--- src/rtl/sbf_pkg.sv ---
// Shared constants, types and state encodings for the S.Bus frame decoder.
// No dependencies.
`timescale 1ns / 1ps

package sbf_pkg;

  localparam int PAYLOAD_BYTES = 23;
  localparam int CHANNEL_COUNT = 16;
  localparam int BYTE_W        = 8;
  localparam int CHAN_W        = 11;
  localparam int IDX_W         = $clog2(CHANNEL_COUNT);
  localparam int ADDR_W        = $clog2(PAYLOAD_BYTES);
  // bit buffer holds up to CHAN_W-1 leftover bits plus one new byte
  localparam int ACC_W         = CHAN_W + BYTE_W - 1;
  localparam int CNT_W         = $clog2(ACC_W + 1);

  localparam logic [BYTE_W-1:0] FOOTER_BYTE = 8'h00;
  localparam logic [BYTE_W-1:0] HEADER_BYTE = 8'h0F;

  localparam logic [IDX_W-1:0]  LAST_CHAN         = IDX_W'(CHANNEL_COUNT - 1);
  localparam logic [ADDR_W-1:0] LAST_PAYLOAD_ADDR = ADDR_W'(PAYLOAD_BYTES - 1);
  localparam logic [CNT_W-1:0]  CHAN_BITS         = CNT_W'(CHAN_W);
  localparam logic [CNT_W-1:0]  BYTE_BITS         = CNT_W'(BYTE_W);

  typedef enum logic [1:0] {
    PH_FOOTER,
    PH_HEADER,
    PH_DATA
  } sync_phase_t;

  typedef enum logic [1:0] {
    U_IDLE,
    U_READ,
    U_LOAD,
    U_EMIT
  } unpack_state_t;

  typedef struct packed {
    logic              en;
    logic [ADDR_W-1:0] addr;
  } rd_req_t;

endpackage

--- src/rtl/sbf_in_if.sv ---
// Input channel: one received serial byte per word.
// Depends on sbf_pkg.
`timescale 1ns / 1ps

interface sbf_in_if;
  logic                      valid;
  logic                      ready;
  logic [sbf_pkg::BYTE_W-1:0] rx_byte;

  modport source (output valid, output rx_byte, input ready);
  modport sink   (input valid, input rx_byte, output ready);
endinterface

--- src/rtl/sbf_out_if.sv ---
// Result channel: one decoded proportional channel per word.
// Depends on sbf_pkg.
`timescale 1ns / 1ps

interface sbf_out_if;
  logic                      valid;
  logic                      ready;
  logic [sbf_pkg::IDX_W-1:0]  channel_index;
  logic [sbf_pkg::CHAN_W-1:0] channel_value;
  logic                      last_channel;

  modport source (output valid, output channel_index, output channel_value,
                  output last_channel, input ready);
  modport sink   (input valid, input channel_index, input channel_value,
                  input last_channel, output ready);
endinterface

--- src/rtl/sbf_ram.sv ---
// Generic single-write, single-read synchronous RAM with registered read data.
// No dependencies.
`timescale 1ns / 1ps

module sbf_ram #(
  parameter int WIDTH = 8,
  parameter int DEPTH = 32
) (
  input  logic                     clk,
  input  logic                     we,
  input  logic [$clog2(DEPTH)-1:0] waddr,
  input  logic [WIDTH-1:0]         wdata,
  input  logic                     re,
  input  logic [$clog2(DEPTH)-1:0] raddr,
  output logic [WIDTH-1:0]         rdata
);

  logic [WIDTH-1:0] mem [DEPTH];
  logic [WIDTH-1:0] rdata_r;

  always_ff @(posedge clk) begin
    if (we) begin
      mem[waddr] <= wdata;
    end
    if (re) begin
      rdata_r <= mem[raddr];
    end
  end

  assign rdata = rdata_r;

endmodule

--- src/rtl/sbf_unpack.sv ---
// Channel unpacker: streams payload bytes out of the RAM into a bit buffer
// and peels off 11-bit channels, LSB first, into an output register.
// Depends on sbf_pkg and sbf_out_if.
`timescale 1ns / 1ps

module sbf_unpack (
  input  logic                        clk,
  input  logic                        rst_n,
  input  logic                        start,
  output logic                        busy,
  output sbf_pkg::rd_req_t            rd_req,
  input  logic [sbf_pkg::BYTE_W-1:0]  rd_data,
  sbf_out_if.source                   out_ch
);

  sbf_pkg::unpack_state_t state_r, state_nxt;

  logic [sbf_pkg::ACC_W-1:0]  acc_r, acc_nxt;
  logic [sbf_pkg::CNT_W-1:0]  cnt_r, cnt_nxt;
  logic [sbf_pkg::ADDR_W-1:0] addr_r, addr_nxt;
  logic [sbf_pkg::IDX_W-1:0]  ch_r, ch_nxt;

  logic                       ov_r, ov_nxt;
  logic [sbf_pkg::IDX_W-1:0]  oidx_r, oidx_nxt;
  logic [sbf_pkg::CHAN_W-1:0] oval_r, oval_nxt;
  logic                       olast_r, olast_nxt;

  logic slot_free;
  logic have_chan;
  logic emit;

  assign slot_free = !ov_r || out_ch.ready;
  assign have_chan = (cnt_r >= sbf_pkg::CHAN_BITS);
  assign emit      = (state_r == sbf_pkg::U_EMIT) && have_chan && slot_free;

  // next state
  always_comb begin
    state_nxt = state_r;
    unique case (state_r)
      sbf_pkg::U_IDLE: begin
        if (start) state_nxt = sbf_pkg::U_READ;
      end
      sbf_pkg::U_READ: state_nxt = sbf_pkg::U_LOAD;
      sbf_pkg::U_LOAD: state_nxt = sbf_pkg::U_EMIT;
      sbf_pkg::U_EMIT: begin
        if (!have_chan) begin
          state_nxt = sbf_pkg::U_READ;
        end else if (slot_free && ch_r == sbf_pkg::LAST_CHAN) begin
          state_nxt = sbf_pkg::U_IDLE;
        end
      end
      default: state_nxt = sbf_pkg::U_IDLE;
    endcase
  end

  // datapath and outputs
  always_comb begin
    acc_nxt     = acc_r;
    cnt_nxt     = cnt_r;
    addr_nxt    = addr_r;
    ch_nxt      = ch_r;
    rd_req.en   = 1'b0;
    rd_req.addr = addr_r;
    busy        = 1'b1;
    unique case (state_r)
      sbf_pkg::U_IDLE: begin
        busy = 1'b0;
        if (start) begin
          acc_nxt  = '0;
          cnt_nxt  = '0;
          addr_nxt = '0;
          ch_nxt   = '0;
        end
      end
      sbf_pkg::U_READ: begin
        rd_req.en = 1'b1;
      end
      sbf_pkg::U_LOAD: begin
        // new byte lands just above the bits still held
        acc_nxt  = acc_r | ({{(sbf_pkg::ACC_W - sbf_pkg::BYTE_W){1'b0}}, rd_data} << cnt_r);
        cnt_nxt  = cnt_r + sbf_pkg::BYTE_BITS;
        addr_nxt = addr_r + sbf_pkg::ADDR_W'(1);
      end
      sbf_pkg::U_EMIT: begin
        if (emit) begin
          acc_nxt = acc_r >> sbf_pkg::CHAN_W;
          cnt_nxt = cnt_r - sbf_pkg::CHAN_BITS;
          ch_nxt  = ch_r + sbf_pkg::IDX_W'(1);
        end
      end
      default: begin
        busy = 1'b0;
      end
    endcase
  end

  // output register
  always_comb begin
    oidx_nxt  = oidx_r;
    oval_nxt  = oval_r;
    olast_nxt = olast_r;
    ov_nxt    = ov_r && !out_ch.ready;
    if (emit) begin
      ov_nxt    = 1'b1;
      oidx_nxt  = ch_r;
      oval_nxt  = acc_r[sbf_pkg::CHAN_W-1:0];
      olast_nxt = (ch_r == sbf_pkg::LAST_CHAN);
    end
  end

  always_ff @(posedge clk) begin
    if (!rst_n) begin
      state_r <= sbf_pkg::U_IDLE;
      ov_r    <= 1'b0;
    end else begin
      state_r <= state_nxt;
      ov_r    <= ov_nxt;
    end
  end

  always_ff @(posedge clk) begin
    acc_r   <= acc_nxt;
    cnt_r   <= cnt_nxt;
    addr_r  <= addr_nxt;
    ch_r    <= ch_nxt;
    oidx_r  <= oidx_nxt;
    oval_r  <= oval_nxt;
    olast_r <= olast_nxt;
  end

  assign out_ch.valid         = ov_r;
  assign out_ch.channel_index = oidx_r;
  assign out_ch.channel_value = oval_r;
  assign out_ch.last_channel  = olast_r;

endmodule

--- src/rtl/sbus_frame_decoder.sv ---
// S.Bus frame decoder.
//
// Input channel in_ch carries one received serial byte per word. The block
// hunts for a footer byte 0x00 followed directly by a header byte 0x0F, then
// stores the next 23 payload bytes in a payload RAM. Any other byte in the
// header slot sends it back to footer hunting.
// While not decoding, one byte is taken per cycle. The 23rd payload byte
// starts the unpacker, which reads payload bytes 0..21 one at a time from
// the RAM (a read state then a load state for each) and emits sixteen words
// on out_ch: channel index, 11-bit value, and last_channel on channel 15.
// in_ch.ready stays low for the drain; the final word may still sit in the
// output register while the next frame's bytes are taken.
// When out_ch.ready is low the output register holds its word and the
// unpacker waits. Synchronous active-low reset returns to footer hunting
// and clears the output valid; the payload RAM is not cleared, since every
// entry of a frame is written before it is read.
// Depends on sbf_pkg, sbf_in_if, sbf_out_if, sbf_ram, sbf_unpack.
`timescale 1ns / 1ps

module sbus_frame_decoder (
  input  logic       clk,
  input  logic       rst_n,
  sbf_in_if.sink     in_ch,
  sbf_out_if.source  out_ch
);

  sbf_pkg::sync_phase_t phase_r, phase_nxt;
  logic [sbf_pkg::ADDR_W-1:0] byte_cnt_r, byte_cnt_nxt;

  logic               accept;
  logic               unpack_busy;
  logic               ram_we;
  logic               start;
  sbf_pkg::rd_req_t   rd_req;
  logic [sbf_pkg::BYTE_W-1:0] rd_data;

  assign in_ch.ready = !unpack_busy;
  assign accept      = in_ch.valid && in_ch.ready;

  // next state
  always_comb begin
    phase_nxt = phase_r;
    if (accept) begin
      unique case (phase_r)
        sbf_pkg::PH_FOOTER: begin
          phase_nxt = (in_ch.rx_byte == sbf_pkg::FOOTER_BYTE) ? sbf_pkg::PH_HEADER
                                                             : sbf_pkg::PH_FOOTER;
        end
        sbf_pkg::PH_HEADER: begin
          phase_nxt = (in_ch.rx_byte == sbf_pkg::HEADER_BYTE) ? sbf_pkg::PH_DATA
                                                             : sbf_pkg::PH_FOOTER;
        end
        sbf_pkg::PH_DATA: begin
          if (byte_cnt_r == sbf_pkg::LAST_PAYLOAD_ADDR) phase_nxt = sbf_pkg::PH_FOOTER;
        end
        default: begin
          phase_nxt = (in_ch.rx_byte == sbf_pkg::FOOTER_BYTE) ? sbf_pkg::PH_HEADER
                                                             : sbf_pkg::PH_FOOTER;
        end
      endcase
    end
  end

  // outputs
  always_comb begin
    ram_we       = 1'b0;
    start        = 1'b0;
    byte_cnt_nxt = byte_cnt_r;
    unique case (phase_r)
      sbf_pkg::PH_DATA: begin
        if (accept) begin
          ram_we = 1'b1;
          if (byte_cnt_r == sbf_pkg::LAST_PAYLOAD_ADDR) begin
            start        = 1'b1;
            byte_cnt_nxt = '0;
          end else begin
            byte_cnt_nxt = byte_cnt_r + sbf_pkg::ADDR_W'(1);
          end
        end
      end
      default: begin
        byte_cnt_nxt = byte_cnt_r;
      end
    endcase
  end

  always_ff @(posedge clk) begin
    if (!rst_n) begin
      phase_r    <= sbf_pkg::PH_FOOTER;
      byte_cnt_r <= '0;
    end else begin
      phase_r    <= phase_nxt;
      byte_cnt_r <= byte_cnt_nxt;
    end
  end

  sbf_ram #(
    .WIDTH (sbf_pkg::BYTE_W),
    .DEPTH (sbf_pkg::PAYLOAD_BYTES)
  ) u_payload_ram (
    .clk   (clk),
    .we    (ram_we),
    .waddr (byte_cnt_r),
    .wdata (in_ch.rx_byte),
    .re    (rd_req.en),
    .raddr (rd_req.addr),
    .rdata (rd_data)
  );

  sbf_unpack u_unpack (
    .clk     (clk),
    .rst_n   (rst_n),
    .start   (start),
    .busy    (unpack_busy),
    .rd_req  (rd_req),
    .rd_data (rd_data),
    .out_ch  (out_ch)
  );

endmodule

--- src/flat_wrapper.sv ---
// flat-port wrapper written by rule: the top's interface ports become plain ports
module sbus_frame_decoder_flat 
  (clk, rst_n, in_ch_valid, in_ch_rx_byte, in_ch_ready, out_ch_valid, out_ch_channel_index, out_ch_channel_value, out_ch_last_channel, out_ch_ready);
  sbf_in_if in_ch_i ();
  sbf_out_if out_ch_i ();
  input  logic clk;
  input  logic rst_n;
  input wire logic [$bits(in_ch_i.valid)-1:0] in_ch_valid;
  input wire logic [$bits(in_ch_i.rx_byte)-1:0] in_ch_rx_byte;
  output wire logic [$bits(in_ch_i.ready)-1:0] in_ch_ready;
  output wire logic [$bits(out_ch_i.valid)-1:0] out_ch_valid;
  output wire logic [$bits(out_ch_i.channel_index)-1:0] out_ch_channel_index;
  output wire logic [$bits(out_ch_i.channel_value)-1:0] out_ch_channel_value;
  output wire logic [$bits(out_ch_i.last_channel)-1:0] out_ch_last_channel;
  input wire logic [$bits(out_ch_i.ready)-1:0] out_ch_ready;
  assign in_ch_i.valid = in_ch_valid;
  assign in_ch_i.rx_byte = in_ch_rx_byte;
  assign in_ch_ready = in_ch_i.ready;
  assign out_ch_valid = out_ch_i.valid;
  assign out_ch_channel_index = out_ch_i.channel_index;
  assign out_ch_channel_value = out_ch_i.channel_value;
  assign out_ch_last_channel = out_ch_i.last_channel;
  assign out_ch_i.ready = out_ch_ready;
  sbus_frame_decoder u_core (.clk(clk), .rst_n(rst_n), .in_ch(in_ch_i), .out_ch(out_ch_i));
endmodule
--- config.mk ---
export PLATFORM = sky130hd
export DESIGN_NAME = sbus_frame_decoder_flat
export DESIGN_NICKNAME = d
export VERILOG_FILES = /design/src/rtl/sbf_pkg.sv /design/src/rtl/sbf_in_if.sv /design/src/rtl/sbf_out_if.sv /design/src/rtl/sbf_ram.sv /design/src/rtl/sbf_unpack.sv /design/src/rtl/sbus_frame_decoder.sv /design/src/flat_wrapper.sv
export SDC_FILE = /design/constraint.sdc
export NUM_CORES = 1
export LEC_CHECK = 0
export ABC_CLOCK_PERIOD_IN_PS = 3960
export BUFFER_PORTS_ARGS = -buffer_cell sky130_fd_sc_hd__buf_2
export CORE_ASPECT_RATIO = 1.1
export CORE_MARGIN = 2
export CORE_UTILIZATION = 62
export DETAILED_ROUTE_END_ITERATION = 6
export HOLD_SLACK_MARGIN = 0.06
export PLACE_DENSITY_LB_ADDON = 0.25
export SLEW_MARGIN = 20
export SYNTH_ARGS = -nofsm -noshare
export SYNTH_HDL_FRONTEND = slang
export SYNTH_SLANG_ARGS = --single-unit
--- constraint.sdc ---
create_clock -name clk -period 3.96 [get_ports clk]
set_clock_uncertainty 0.2 [all_clocks]
set_input_delay 0 -clock clk [delete_from_list [all_inputs] [get_ports clk]]
set_output_delay 0 -clock clk [all_outputs]
set_load 0.005 [all_outputs]
==> key figures <==
Outcome
  – Outcome: finished, final reports clean

Global route
  – Pin count of the biggest net entering global routing: 26
  – Wire length of the first global-routing pass: 32.6 mm
  – Number of antenna violations at the first check in global routing: 0
  – Vias in the first global route: 5892
  – Remaining Overflow, GRT: 0
  – Global router's overall resource usage: 24.0%

Yosys
  – Count of distinct cell types in the synthesized netlist: 47
  – Gate count after technology mapping: 655
  – Post-synthesis area per instance: 16.0 um2
  – Synth warn: 0
  – Netlist area before placement: 10500 um2
  – Share of the yosys chip area belonging to registers: 70.8%
  – Post-synthesis register bit count: 250
  – Syn nets: 683

Die
  – Number of placement rows: 49
  – Floorplan die height: 140 um
  – Die extent in x: 128 um
  – Initial core utilization: 63.7%
  – Core Box Area: 16400 um2
  – Top Ports: 30
  – Total die area: 17900 um2

Clock tree
  – Cts bufs inserted: 24
  – Sinks on Clock Net: 250
  – Root cell of the clock tree: sky130_fd_sc_hd__clkbuf_16
  – Clock tree from TritonCTS: done
  – Clk buf depth: 3
  – Post-CTS setup-driven buffer insertion count: 0
  – Post-CTS Resized: 0
  – Clock-pin slew reported for the worst setup and hold paths after clock tree synthesis: 0.07 ns
  – Clock Latency Late Sink: 0.52 ns
  – Number of levels the H-tree was split into: 1

Timing
  – Unrepaired setup endpoints after global routing: no
  – Max-slew violations: 0
  – Final sum of negative setup slack: 0 ns
  – Highest clock rate: 352 MHz
  – Setup-failing EPs final: 0
  – Share of the clock period used by the worst path after layout: 71.7%
  – Final hold violation count: 0
  – Tightest slew margin relative to the limit: 33.5%
  – Tmin final: 2.84 ns
  – Worst hold margin: 0.176 ns
  – Transition at the pin with the smallest max-transition slack: 0.987 ns
  – Final worst slack: 1.12 ns

Route
  – Number of antenna-violating nets in the routed design: 0
  – DR iter-0 viols: 562
  – Average via count per standard cell: 6.37
  – Average wire per standard cell: 23.1 um
  – Remaining routing DRC violations: 0
  – First-pass DRT Iterations: 5
  – Routed Wire Length: 21.2 mm
  – Via Count: 5837

Min path
  – Class of the worst hold path: in -> reg

Place
  – # port buffers: 29
  – HPWL Detailed: 13.7 mm
  – Pre-CTS WS: 1.14 ns
  – GPL Wtd Cong: 0.862

Worst setup path
  – Data required, critical path: 4.15 ns
  – Type of origin of the critical path: register
  – Arrival time reported for the critical path endpoint: 3.03 ns
  – Largest fanout on the critical path: 17
  – Path type of the worst setup path: reg -> reg
  – Capturing element type of the critical path: register

Power
  – Total power after layout: 6.25 mW
  – Max rail drop VDD: 0.000393 V
  – P_leak: 3.96 nW
  – Pwr/cell area: 534 nW/um2

Finish
  – Most common cell after layout, fill and taps aside: sky130_fd_sc_hd__edfxtp_1
  – Total area of sequential cells: 7410 um2
  – Number of inserted filler cells in the final layout: 1019
  – Antenna cell count: 0
  – Area added between synthesis and finish: 11.8%
  – Commonest cells after routing, fill and taps aside: sky130_fd_sc_hd__edfxtp_1, sky130_fd_sc_hd__nor2_1, sky130_fd_sc_hd__mux2i_1
  – Post-layout net count: 723
  – Layout cell share with drive strength beyond 1: 15.3%
  – Multi-input gate area: 2840 um2

Job
  – Total of max-cap violations: 0
cells by family after synthesis:
kind of cell               after synthesis  synth area share, %
and+or+nand+nor                        149                 6.81
muxes                                   80                 11.4
AOI/OAI and AO/OA                      107                 6.28
adders and majority gates               16                 1.91
buffers and inverters                   45                 2.14
DFF                                    250                 70.8
xor gates and xnor gates                 8                0.669
cell usage after synthesis (all sizes together):
master	n	area, um2
a22oi	11	82.6
nand3b	5	37.5
a221oi	1	8.76
edfxtp	240	7210
a21oi	21	105
a21boi	2	15.0
nand4b	1	8.76
a2111oi	3	30.0
o211ai	7	52.6
nor3b	2	15.0
mux4	29	679
nand2	37	139
and2	7	43.8
xnor2	3	26.3
xor2	5	43.8
o21a	6	45.0
a21o	1	7.51
nand4	4	25.0
buf	17	119
inv	9	33.8
mux2i	46	460
or3b	1	8.76
nor3	6	30.0
nand2b	4	25.0
a22o	4	35.0
nor2b	9	56.3
o22ai	11	68.8
o211a	1	10.0
ha	16	200
or2	2	12.5
and3	4	25.0
nor4	6	37.5
nand3	10	50.1
nor4b	1	8.76
clkbuf	18	67.6
dfxtp	10	200
nor2	49	184
or3	1	6.26
a31oi	1	6.26
o21ai	38	190
clkinv	1	3.75
mux2	5	56.3
report_power, final:
part	switching, mW	internal [mW]
logic	0.385	0.236
clock network	0.975	1.42
registers	0.151	3.09
worst paths after layout:
kind,startpoint,slack (ns),end,depth (start not counted)
setup reg to reg,u_core.u_unpack.cnt_r[0]$_DFFE_PP_,1.12,u_core.u_unpack.out_ch.valid$_SDFF_PN0_,6
hold / removal,rst_n,0.18,u_core.byte_cnt_r[0]$_SDFFE_PN0P_,3
setup / recovery,u_core.u_unpack.cnt_r[0]$_DFFE_PP_,1.12,u_core.u_unpack.out_ch.valid$_SDFF_PN0_,6
hold reg to reg,u_core.u_unpack.acc_r[7]$_DFFE_PP_,0.25,u_core.u_unpack.out_ch.channel_value[7]$_DFFE_PP_,0
through the flow:
step                      instance area (um2)  cells  utilization [%]
after global placement                  10700    861             65.4
after floorplan                         10500    655                -
final                                   11700    917             71.2
after CTS                               11700    917             71.2
after global routing                    11700    917             71.2
after detailed placement                10700    861             65.4
state kept, by name, indices dropped and copies added (netlist names):
signal / cells
u_core.byte_cnt_r: 5
u_core.phase_r: 2
u_core.u_payload_ram.mem: 184
u_core.u_payload_ram.rdata: 8
u_core.u_unpack.acc_r: 18
u_core.u_unpack.addr_r: 5
u_core.u_unpack.ch_r: 4
u_core.u_unpack.cnt_r: 5
u_core.u_unpack.out_ch.channel_index: 4
u_core.u_unpack.out_ch.channel_value: 11
u_core.u_unpack.out_ch.last_channel: 1
u_core.u_unpack.out_ch.valid: 1
u_core.u_unpack.state_r: 2
cell type report:
cell class,count,area share [%]
well taps,204,2.18
clock inverters,19,1.82
multi-input cells,360,24.2
clock buffers,25,5.35
flip-flops and latches,250,63.3
repair buffers,49,2.78
inverters,10,0.321
layer usage:
metal  GRT usage [%]  vias up  wire [um]
met4            9.43        0        777
met5               0        -          0
met2            39.7      235      10500
met1            31.7     2907       8560
met3            4.85       62       1360
li1                -     2633          -
repair_timing:
action                                  4_1_cts  5_1_grt
endpoints found under the hold margin       201        0
endpoints found under the setup margin        0        0
hold buffers                                 12        0
worst max-delay path: stages (launching register included):
cell and delay [ns]:
sky130_fd_sc_hd__edfxtp_1 0.65, sky130_fd_sc_hd__ha_1 0.34, sky130_fd_sc_hd__nor2b_1 0.14, sky130_fd_sc_hd__a221oi_1 0.44, sky130_fd_sc_hd__nor2b_1 0.16, sky130_fd_sc_hd__o21a_1 0.21
sky130_fd_sc_hd__dlygate4sd3_1 0.57
(Power assumes the default switching activity.)
